[src/pts_pkg.sv]
// Shared types and constants of the perceptron training step unit.
package pts_pkg;

    // Fixed field widths
    localparam int FEAT_BITS  = 16;
    localparam int CNT_BITS   = 16;

    // Configuration port
    localparam int CFG_ADDR_W = 3;
    localparam int CFG_DATA_W = 32;
    localparam int CFG_IDX_LSB = 2;
    localparam logic [CFG_ADDR_W-1:CFG_IDX_LSB] REG_STOP_RUN = 1'b0;
    localparam logic [CNT_BITS-1:0] STOP_RUN_RESET = 16'd1280;

    // One beat on the input channel
    typedef struct packed {
        logic signed [FEAT_BITS-1:0] feature;
        logic                        label;
        logic                        last_element;
        logic                        start_trial;
    } t_in_item;

    // One beat on the result channel
    typedef struct packed {
        logic                mistake;
        logic [CNT_BITS-1:0] update_count;
        logic [CNT_BITS-1:0] correct_run;
        logic                converged;
    } t_out_item;

    // Controller states
    typedef enum logic [2:0] {
        S_IDLE,
        S_MUL,
        S_ACC,
        S_DECIDE,
        S_WRD,
        S_WWR,
        S_DONE
    } t_state;

    // Commands from controller to datapath
    typedef struct packed {
        logic accept;
        logic mul;
        logic acc;
        logic decide;
        logic walk_rd;
        logic walk_wr;
        logic out_load;
    } t_cmd;

    // Status from datapath to controller
    typedef struct packed {
        logic last;
        logic mistake;
        logic walk_more;
        logic out_free;
    } t_sts;

endpackage

[src/pts_cfg.sv]
// APB-style configuration register block holding stop_run.
module pts_cfg (
    input  logic                                i_clk,
    input  logic                                i_rst_n,
    input  logic                                psel,
    input  logic                                penable,
    input  logic                                pwrite,
    input  logic [pts_pkg::CFG_ADDR_W-1:0]      paddr,
    input  logic [pts_pkg::CFG_DATA_W-1:0]      pwdata,
    output logic [pts_pkg::CFG_DATA_W-1:0]      prdata,
    output logic                                pready,
    output logic [pts_pkg::CNT_BITS-1:0]        o_stop_run
);

    logic [pts_pkg::CNT_BITS-1:0] r_stop_run;
    logic                         hit_stop_run;

    assign hit_stop_run =
        (paddr[pts_pkg::CFG_ADDR_W-1:pts_pkg::CFG_IDX_LSB] == pts_pkg::REG_STOP_RUN);

    // Write on the access phase
    always_ff @(posedge i_clk) begin
        if (!i_rst_n) begin
            r_stop_run <= pts_pkg::STOP_RUN_RESET;
        end else if (psel && penable && pwrite && pready && hit_stop_run) begin
            r_stop_run <= pwdata[pts_pkg::CNT_BITS-1:0];
        end
    end

    // Read back
    assign prdata = hit_stop_run ? pts_pkg::CFG_DATA_W'(r_stop_run) : '0;
    assign pready = 1'b1;
    assign o_stop_run = r_stop_run;

endmodule

[src/pts_ctrl.sv]
// Controller state machine sequencing accumulate, decide and weight update.
module pts_ctrl (
    input  logic          i_clk,
    input  logic          i_rst_n,
    input  logic          i_in_valid,
    output logic          o_in_ready,
    input  pts_pkg::t_sts i_sts,
    output pts_pkg::t_cmd o_cmd
);

    pts_pkg::t_state r_state;
    pts_pkg::t_state n_state;

    // State register
    always_ff @(posedge i_clk) begin
        if (!i_rst_n) begin
            r_state <= pts_pkg::S_IDLE;
        end else begin
            r_state <= n_state;
        end
    end

    // Next state
    always_comb begin
        n_state = r_state;
        case (r_state)
            pts_pkg::S_IDLE: begin
                if (i_in_valid) n_state = pts_pkg::S_MUL;
            end
            pts_pkg::S_MUL: begin
                n_state = pts_pkg::S_ACC;
            end
            pts_pkg::S_ACC: begin
                n_state = i_sts.last ? pts_pkg::S_DECIDE : pts_pkg::S_IDLE;
            end
            pts_pkg::S_DECIDE: begin
                n_state = i_sts.mistake ? pts_pkg::S_WRD : pts_pkg::S_DONE;
            end
            pts_pkg::S_WRD: begin
                n_state = i_sts.walk_more ? pts_pkg::S_WWR : pts_pkg::S_DONE;
            end
            pts_pkg::S_WWR: begin
                n_state = pts_pkg::S_WRD;
            end
            pts_pkg::S_DONE: begin
                if (i_sts.out_free) n_state = pts_pkg::S_IDLE;
            end
            default: begin
                n_state = pts_pkg::S_IDLE;
            end
        endcase
    end

    // Commands
    always_comb begin
        o_cmd      = '0;
        o_in_ready = 1'b0;
        case (r_state)
            pts_pkg::S_IDLE: begin
                o_in_ready   = 1'b1;
                o_cmd.accept = i_in_valid;
            end
            pts_pkg::S_MUL:    o_cmd.mul     = 1'b1;
            pts_pkg::S_ACC:    o_cmd.acc     = 1'b1;
            pts_pkg::S_DECIDE: o_cmd.decide  = 1'b1;
            pts_pkg::S_WRD:    o_cmd.walk_rd = i_sts.walk_more;
            pts_pkg::S_WWR:    o_cmd.walk_wr = 1'b1;
            pts_pkg::S_DONE:   o_cmd.out_load = i_sts.out_free;
            default: begin
                o_cmd = '0;
            end
        endcase
    end

endmodule

[src/pts_dp.sv]
// Datapath: weight and sample memories, multiply-accumulate, counters, result register.
module pts_dp #(
    parameter int DIM         = 13,
    parameter int WEIGHT_BITS = 32
) (
    input  logic                         i_clk,
    input  logic                         i_rst_n,
    input  pts_pkg::t_in_item            i_in_data,
    input  pts_pkg::t_cmd                i_cmd,
    output pts_pkg::t_sts                o_sts,
    input  logic [pts_pkg::CNT_BITS-1:0] i_stop_run,
    output logic                         o_out_valid,
    input  logic                         i_out_ready,
    output pts_pkg::t_out_item           o_out_data
);

    localparam int FB     = pts_pkg::FEAT_BITS;
    localparam int CB     = pts_pkg::CNT_BITS;
    localparam int CNT_W  = $clog2(DIM + 1);
    localparam int IDX_W  = $clog2(DIM);
    localparam int PROD_W = WEIGHT_BITS + FB;
    localparam int ACC_W  = PROD_W + $clog2(DIM);
    localparam int SUM_W  = WEIGHT_BITS + 1;
    localparam logic signed [WEIGHT_BITS-1:0] W_MAX = {1'b0, {(WEIGHT_BITS-1){1'b1}}};
    localparam logic signed [WEIGHT_BITS-1:0] W_MIN = {1'b1, {(WEIGHT_BITS-1){1'b0}}};

    // Memories
    logic signed [WEIGHT_BITS-1:0] r_wmem [DIM];
    logic signed [FB-1:0]          r_smem [DIM];
    logic [DIM-1:0]                r_wvld;
    logic signed [WEIGHT_BITS-1:0] r_w_rd;
    logic signed [FB-1:0]          r_s_rd;
    logic                          r_w_ok;

    // Sample state
    logic [CNT_W-1:0]       r_idx;
    logic [CNT_W-1:0]       r_walk;
    logic signed [FB-1:0]   r_feat;
    logic                   r_last;
    logic                   r_label;
    logic                   r_inrange;
    logic signed [PROD_W-1:0] r_prod;
    logic signed [ACC_W-1:0]  r_acc;
    logic                   r_mistake;
    logic [CB-1:0]          r_run;
    logic [CB-1:0]          r_upd;
    logic                   r_out_valid;
    pts_pkg::t_out_item     r_out_data;

    logic                   acc_in_range;
    logic [IDX_W-1:0]       acc_addr;
    logic [IDX_W-1:0]       rd_addr;
    logic                   rd_en;
    logic                   start_now;
    logic signed [PROD_W-1:0] prod_c;
    logic                   positive;
    logic                   mistake_c;
    logic signed [SUM_W-1:0] w_ext;
    logic signed [SUM_W-1:0] s_ext;
    logic signed [SUM_W-1:0] sum_c;
    logic signed [WEIGHT_BITS-1:0] n_weight;

    // Address selection
    assign start_now    = i_cmd.accept && i_in_data.start_trial;
    assign acc_in_range = i_in_data.start_trial || (r_idx < CNT_W'(DIM));
    assign acc_addr     = i_in_data.start_trial ? '0 : r_idx[IDX_W-1:0];
    assign rd_addr      = i_cmd.walk_rd ? r_walk[IDX_W-1:0] : acc_addr;
    assign rd_en        = (i_cmd.accept && acc_in_range) || i_cmd.walk_rd;

    // Memory ports
    always_ff @(posedge i_clk) begin
        if (rd_en) begin
            r_w_rd <= r_wmem[rd_addr];
            r_s_rd <= r_smem[rd_addr];
            r_w_ok <= r_wvld[rd_addr] && !start_now;
        end
        if (i_cmd.accept && acc_in_range) begin
            r_smem[acc_addr] <= i_in_data.feature;
        end
        if (i_cmd.walk_wr) begin
            r_wmem[r_walk[IDX_W-1:0]] <= n_weight;
        end
    end

    // Weight valid bits: an entry not yet written reads as zero
    always_ff @(posedge i_clk) begin
        if (!i_rst_n || start_now) begin
            r_wvld <= '0;
        end else if (i_cmd.walk_wr) begin
            r_wvld[r_walk[IDX_W-1:0]] <= 1'b1;
        end
    end

    // Latch the accepted beat
    always_ff @(posedge i_clk) begin
        if (i_cmd.accept) begin
            r_feat    <= i_in_data.feature;
            r_last    <= i_in_data.last_element;
            r_label   <= i_in_data.label;
            r_inrange <= acc_in_range;
        end
    end

    // Multiply stage
    assign prod_c = r_w_rd * r_feat;

    always_ff @(posedge i_clk) begin
        if (i_cmd.mul) begin
            r_prod <= (r_w_ok && r_inrange) ? prod_c : '0;
        end
    end

    // Decision on the full sum; zero predicts -1
    assign positive  = !r_acc[ACC_W-1] && (r_acc != '0);
    assign mistake_c = positive != r_label;

    // Weight update: add or subtract the buffered feature, saturating
    assign w_ext = r_w_ok ? SUM_W'(r_w_rd) : '0;
    assign s_ext = SUM_W'(r_s_rd);
    assign sum_c = r_label ? (w_ext + s_ext) : (w_ext - s_ext);

    always_comb begin
        if (sum_c[SUM_W-1] != sum_c[SUM_W-2]) begin
            n_weight = sum_c[SUM_W-1] ? W_MIN : W_MAX;
        end else begin
            n_weight = sum_c[WEIGHT_BITS-1:0];
        end
    end

    // Accumulator, element index and walk index
    always_ff @(posedge i_clk) begin
        if (!i_rst_n) begin
            r_acc  <= '0;
            r_idx  <= '0;
            r_walk <= '0;
        end else begin
            if (i_cmd.accept) begin
                if (start_now) r_acc <= '0;
                if (acc_in_range) r_idx <= CNT_W'(acc_addr) + CNT_W'(1);
            end
            if (i_cmd.acc) begin
                r_acc <= r_acc + ACC_W'(r_prod);
            end
            if (i_cmd.decide) begin
                r_walk <= '0;
            end
            if (i_cmd.walk_wr) begin
                r_walk <= r_walk + CNT_W'(1);
            end
            if (i_cmd.out_load) begin
                r_acc <= '0;
                r_idx <= '0;
            end
        end
    end

    // Run and update counters
    always_ff @(posedge i_clk) begin
        if (!i_rst_n || start_now) begin
            r_run     <= '0;
            r_upd     <= '0;
            r_mistake <= 1'b0;
        end else if (i_cmd.decide) begin
            r_mistake <= mistake_c;
            if (mistake_c) begin
                r_run <= '0;
                if (r_upd != '1) r_upd <= r_upd + CB'(1);
            end else if (r_run != '1) begin
                r_run <= r_run + CB'(1);
            end
        end
    end

    // Result register
    always_ff @(posedge i_clk) begin
        if (!i_rst_n) begin
            r_out_valid <= 1'b0;
        end else if (i_cmd.out_load) begin
            r_out_valid <= 1'b1;
        end else if (i_out_ready) begin
            r_out_valid <= 1'b0;
        end
    end

    always_ff @(posedge i_clk) begin
        if (i_cmd.out_load) begin
            r_out_data.mistake      <= r_mistake;
            r_out_data.update_count <= r_upd;
            r_out_data.correct_run  <= r_run;
            r_out_data.converged    <= (r_run >= i_stop_run);
        end
    end

    // Status
    assign o_sts.last      = r_last;
    assign o_sts.mistake   = mistake_c;
    assign o_sts.walk_more = r_walk < r_idx;
    assign o_sts.out_free  = !r_out_valid || i_out_ready;

    assign o_out_valid = r_out_valid;
    assign o_out_data  = r_out_data;

endmodule

[src/perceptron_training_step_unit.sv]
// An element passes through accept, multiply and accumulate before the next is taken.
// The last element then goes to decide and to done, which loads the result once the result
// register is free; a mistake first walks the weights of each stored element (at most DIM).
// Rate is set by the shared 32x16 multiplier and the single-port weight memory.
// Reset (i_rst_n, synchronous, active low) clears counters, control and weight valid bits
// at once, so weights read as zero; stop_run returns to 1280. No clearing pass is needed.
module perceptron_training_step_unit #(
    parameter int DIM         = 13,
    parameter int WEIGHT_BITS = 32
) (
    input  logic                               i_clk,
    input  logic                               i_rst_n,
    input  logic                               i_in_valid,
    output logic                               o_in_ready,
    input  pts_pkg::t_in_item                  i_in_data,
    output logic                               o_out_valid,
    input  logic                               i_out_ready,
    output pts_pkg::t_out_item                 o_out_data,
    input  logic                               psel,
    input  logic                               penable,
    input  logic                               pwrite,
    input  logic [pts_pkg::CFG_ADDR_W-1:0]     paddr,
    input  logic [pts_pkg::CFG_DATA_W-1:0]     pwdata,
    output logic [pts_pkg::CFG_DATA_W-1:0]     prdata,
    output logic                               pready
);

    pts_pkg::t_cmd                cmd;
    pts_pkg::t_sts                sts;
    logic [pts_pkg::CNT_BITS-1:0] stop_run;

    // Configuration registers
    pts_cfg u_cfg (
        .i_clk      (i_clk),
        .i_rst_n    (i_rst_n),
        .psel       (psel),
        .penable    (penable),
        .pwrite     (pwrite),
        .paddr      (paddr),
        .pwdata     (pwdata),
        .prdata     (prdata),
        .pready     (pready),
        .o_stop_run (stop_run)
    );

    // Sequencer
    pts_ctrl u_ctrl (
        .i_clk      (i_clk),
        .i_rst_n    (i_rst_n),
        .i_in_valid (i_in_valid),
        .o_in_ready (o_in_ready),
        .i_sts      (sts),
        .o_cmd      (cmd)
    );

    // Arithmetic and storage
    pts_dp #(
        .DIM         (DIM),
        .WEIGHT_BITS (WEIGHT_BITS)
    ) u_dp (
        .i_clk       (i_clk),
        .i_rst_n     (i_rst_n),
        .i_in_data   (i_in_data),
        .i_cmd       (cmd),
        .o_sts       (sts),
        .i_stop_run  (stop_run),
        .o_out_valid (o_out_valid),
        .i_out_ready (i_out_ready),
        .o_out_data  (o_out_data)
    );

endmodule

[config.mk]
export PLATFORM = sky130hd
export DESIGN_NAME = perceptron_training_step_unit
export DESIGN_NICKNAME = d
export VERILOG_FILES = /design/src/pts_pkg.sv /design/src/pts_cfg.sv /design/src/pts_ctrl.sv /design/src/pts_dp.sv /design/src/perceptron_training_step_unit.sv
export SDC_FILE = /design/constraint.sdc
export NUM_CORES = 2
export LEC_CHECK = 0
export ABC_AREA = 0
export BUFFER_PORTS_ARGS = -buffer_cell sky130_fd_sc_hd__buf_2
export CAP_MARGIN = 20
export CORE_ASPECT_RATIO = 2
export CORE_MARGIN = 2
export CORE_UTILIZATION = 64
export DETAILED_ROUTE_END_ITERATION = 10
export PLACE_DENSITY = 0.81
export SYNTH_ARGS = -nofsm -noshare
export SYNTH_HDL_FRONTEND = slang
export SYNTH_SLANG_ARGS = --single-unit
[constraint.sdc]
create_clock -name i_clk -period 6.9 [get_ports i_clk]
set_input_delay 0.345 -clock i_clk [delete_from_list [all_inputs] [get_ports i_clk]]
set_output_delay 0.345 -clock i_clk [all_outputs]
set_load 0.005 [all_outputs]
==> flow_summary.rst <==
.. list-table::
   :header-rows: 1

   * - Metric
     - Value
   * - Largest clock skew in the final design
     - 0.04348 ns
   * - Overall routed net length
     - 151.7 mm
   * - Global-route congestion overflow total
     - 0
   * - Async set-or-reset flop fraction in the synthesized netlist
     - 0%
   * - Run status
     - finished, final reports clean
   * - Leading post-synthesis cells by cell area
     - sky130_fd_sc_hd__edfxtp_1 (40%), sky130_fd_sc_hd__fa_1 (17%), sky130_fd_sc_hd__nand2_1 (6.6%)
   * - RSZ-0062 raised after global routing
     - true
   * - Antenna Violating Nets Remaining
     - 0
   * - GRT Max-Usage Layer
     - met2
   * - Sequential cell area fraction in the yosys report
     - 44.34%
   * - Die span in x
     - 217.1 um
   * - First-pass iteration count of the detailed router
     - 6
   * - CTS tree
     - built
   * - Max-slew violation total from the final report
     - 0
   * - Category of the most critical setup path
     - reg2reg
   * - Headroom to the max-slew limit
     - 29.90%
   * - Total core area
     - 0.09018 sq mm
   * - Number of fillers in the final layout
     - 6154
   * - Total routing resource utilization after global routing
     - 32.68%
   * - Post-synthesis instance total
     - 5518
   * - Routability-driven placement congestion ratio
     - 0.9692
   * - Max capacitance violation total
     - 0
   * - Remaining routing DRC violations
     - 0
   * - Fraction of final layout cells sized beyond drive strength 1
     - 9.424%
   * - Number of buffers on the longest clock path
     - 3
   * - Kind of launch point of the worst setup path
     - flip-flop
   * - Vertical die dimension
     - 430.1 um
   * - Clock H-tree levels
     - 3
   * - Setup violation total in the final timing report
     - 0
   * - Data arrival time of the critical path
     - 7.22 ns
   * - Largest area contributor in the netlist
     - sky130_fd_sc_hd__edfxtp_1
   * - Area delta synth->final
     - 10.72%
   * - Count of different cell masters after synthesis
     - 80
   * - Met1 usage
     - 32.94%
   * - Share of the clock period used by the worst path after layout
     - 98.90%
   * - Synthesis Warnings
     - 0
   * - Netlist area before placement
     - 0.05810 sq mm
   * - Worst Max-Slew Pin Slew
     - 1.029 ns
   * - Dominant register cell in the synthesized netlist
     - sky130_fd_sc_hd__edfxtp_1
   * - Fmax
     - 0.1465 GHz
   * - Core Util, Final
     - 71.34%
   * - Number of buffers created by CTS
     - 77
   * - M3 GR Usage
     - 4.567%
   * - Clock edge transition at the registers on the reported setup and hold paths
     - 0.07 ns
   * - Placed cells
     - 6757
   * - Clock root cell
     - sky130_fd_sc_hd__clkbuf_16
   * - Hold_ws
     - 0.06250 ns
   * - Maximum fanout along the worst path
     - 8
   * - Average via count per standard cell
     - 6.106
   * - Setup TNS
     - 0 ns
   * - Number of antenna violations at the first check in global routing
     - 4
   * - Post-synth EDFFs
     - 774
   * - Final Hold Fails
     - 0
   * - Vias in the first global route
     - 44010
   * - Rows
     - 156
   * - Type of the worst min-delay path
     - in2reg
   * - Largest net degree at the start of global routing
     - 118
   * - Syn Area/Cell
     - 10.53 sq um
   * - Critical path capture point type
     - flip-flop
   * - Port bufs
     - 94
   * - Number of design-rule violations left by the first detailed-router iteration
     - 3622
   * - I/O pin count
     - 130
   * - Library cell with the highest instance count after synthesis
     - sky130_fd_sc_hd__nand2_1
   * - First-pass GRT wire length
     - 232.8 mm
   * - Effective utilization at floorplan
     - 64.43%
   * - Count of state elements after synthesis
     - 900
   * - Clk sink count
     - 900
   * - Final instance count without filler cells
     - 6939
   * - Register-to-register setup slack
     - 0.08 ns
   * - Met2 global-route usage
     - 60.32%
   * - Die Footprint
     - 0.09335 sq mm
   * - WP data required
     - 7.30 ns
   * - Shortest clock period the worst path allows after layout
     - 6.824 ns
   * - Vias post-DR
     - 42370
   * - Number of nets in the layout
     - 6466
   * - Worst skew pair latency
     - 0.70 ns
   * - Fraction of post-synthesis cell area in the top cell type by area
     - 40.00%
   * - Most used standard cells in the synthesized netlist
     - sky130_fd_sc_hd__nand2_1 (1019), sky130_fd_sc_hd__edfxtp_1 (774), sky130_fd_sc_hd__inv_1 (627)
   * - DPL Wire Length
     - 106.6 mm
   * - Avg WL per Cell
     - 21.86 um
## layout make-up
type	count	area [sq um]	share of cell area, %
diodes	3	7.507	0.01167
clock buffers	95	2047	3.182
clock inverters	47	595.6	0.9258
inverters	628	2357	3.664
multi-input cells	3710	29160	45.33
flip-flops and latches	900	25760	40.05
well taps	1185	1483	2.305
repair buffers	371	2913	4.528
## path summary, 6_finish.rpt
kind / cells past startpoint / end / from
min: 1 / u_dp.r_feat[13] / i_in_data[16]
min reg2reg: 0 / u_dp.o_out_data[33] / u_dp.r_mistake
max reg2reg: 24 / u_dp.r_prod[40] / u_dp.r_w_rd[4]
max: 24 / u_dp.r_prod[40] / u_dp.r_w_rd[4]
## registers in the layout, indices dropped and copies added, names as in the netlist
register          flops
u_dp.r_w_rd          32
u_dp.r_feat          16
u_dp.r_w_ok           1
u_dp.r_smem         208
u_dp.r_label          1
u_dp.r_mistake        1
u_dp.r_wvld          13
u_dp.o_out_data      34
u_cfg.o_stop_run     16
u_dp.r_s_rd          16
u_dp.r_prod          48
u_dp.r_walk           4
u_dp.o_out_valid      1
u_dp.r_wmem         416
u_dp.r_inrange        1
u_dp.r_last           1
u_dp.r_acc           52
u_dp.r_upd           16
u_dp.r_idx            4
u_ctrl.r_state        3
u_dp.r_run           16
## layout by cell type (no fill, tap or decap), drive strengths merged, types with 21 or more instances in the layout
cell,synthesis,final
a211oi,69,69
a21o,80,80
a21oi,274,274
a22oi,27,27
a311oi,98,98
a31oi,70,70
and2,266,266
and3,174,174
buf,60,348
clkbuf,235,99
clkinv,1,28
dfxtp,126,126
edfxtp,774,774
fa,488,488
ha,229,229
inv,627,631
nand2,1020,1020
nand2b,27,27
nand3,62,62
nand4,22,22
nor2,249,249
nor2b,22,22
nor3,44,44
nor4,21,21
o21a,22,22
o21ai,120,120
xnor2,79,79
xor2,73,73
## layer usage
layer	part of all wire (%)	vias up
met4	8.0	2
met3	6.3	643
met2	54	1895
met1	32	20950
li1	-	18880
met5	0.0059	-
## metrics by stage
stage | worst slack, ns | cell area [sq um]
floorplan | 0.5504 | 58160
global placement | -0.2633 | 61110
detailed placement | -0.3456 | 61120
CTS | 0.005096 | 64020
global route | -0.06786 | 64330
finish | 0.07565 | 64330
## timing repair
item                                    CTS  global route
hold endpoints to repair                 19             0
pin swaps                                 1            26
resized for setup                         8            34
setup buffers                             2            11
hold buffers                             19             0
gates cloned                              0             1
endpoints found under the setup margin    8            16
## logic make-up after synthesis
group	share of synthesized area [%]
AOI/OAI and AO/OA	9.687
xor gates and xnor gates	2.337
adders and majority gates	21.83
buffers and inverters	6.176
DFF	44.34
muxes	0.2972
other	0.01293
and+or+nand+nor	15.31
## critical path, stage by stage (launching register included)
cell and delay (ns):
sky130_fd_sc_hd__edfxtp_1 0.45, sky130_fd_sc_hd__buf_6 0.17, sky130_fd_sc_hd__buf_4 0.16, sky130_fd_sc_hd__and2_1 0.22
sky130_fd_sc_hd__fa_1 0.50, sky130_fd_sc_hd__inv_1 0.05, sky130_fd_sc_hd__fa_1 0.39, sky130_fd_sc_hd__fa_1 0.54
sky130_fd_sc_hd__fa_1 0.56, sky130_fd_sc_hd__inv_1 0.06, sky130_fd_sc_hd__fa_1 0.53, sky130_fd_sc_hd__fa_1 0.42
sky130_fd_sc_hd__ha_1 0.34, sky130_fd_sc_hd__and4_2 0.28, sky130_fd_sc_hd__nor2b_1 0.15, sky130_fd_sc_hd__o21ai_0 0.22
sky130_fd_sc_hd__o211ai_1 0.13, sky130_fd_sc_hd__buf_4 0.18, sky130_fd_sc_hd__o211ai_1 0.23, sky130_fd_sc_hd__buf_4 0.18
sky130_fd_sc_hd__nand3_2 0.07, sky130_fd_sc_hd__and2_4 0.15, sky130_fd_sc_hd__a221oi_2 0.29, sky130_fd_sc_hd__xor2_1 0.17
sky130_fd_sc_hd__nor2_1 0.05
Power is not shown: default switching activity piles up to over one toggle a cycle in this logic, so the estimate is an artifact.
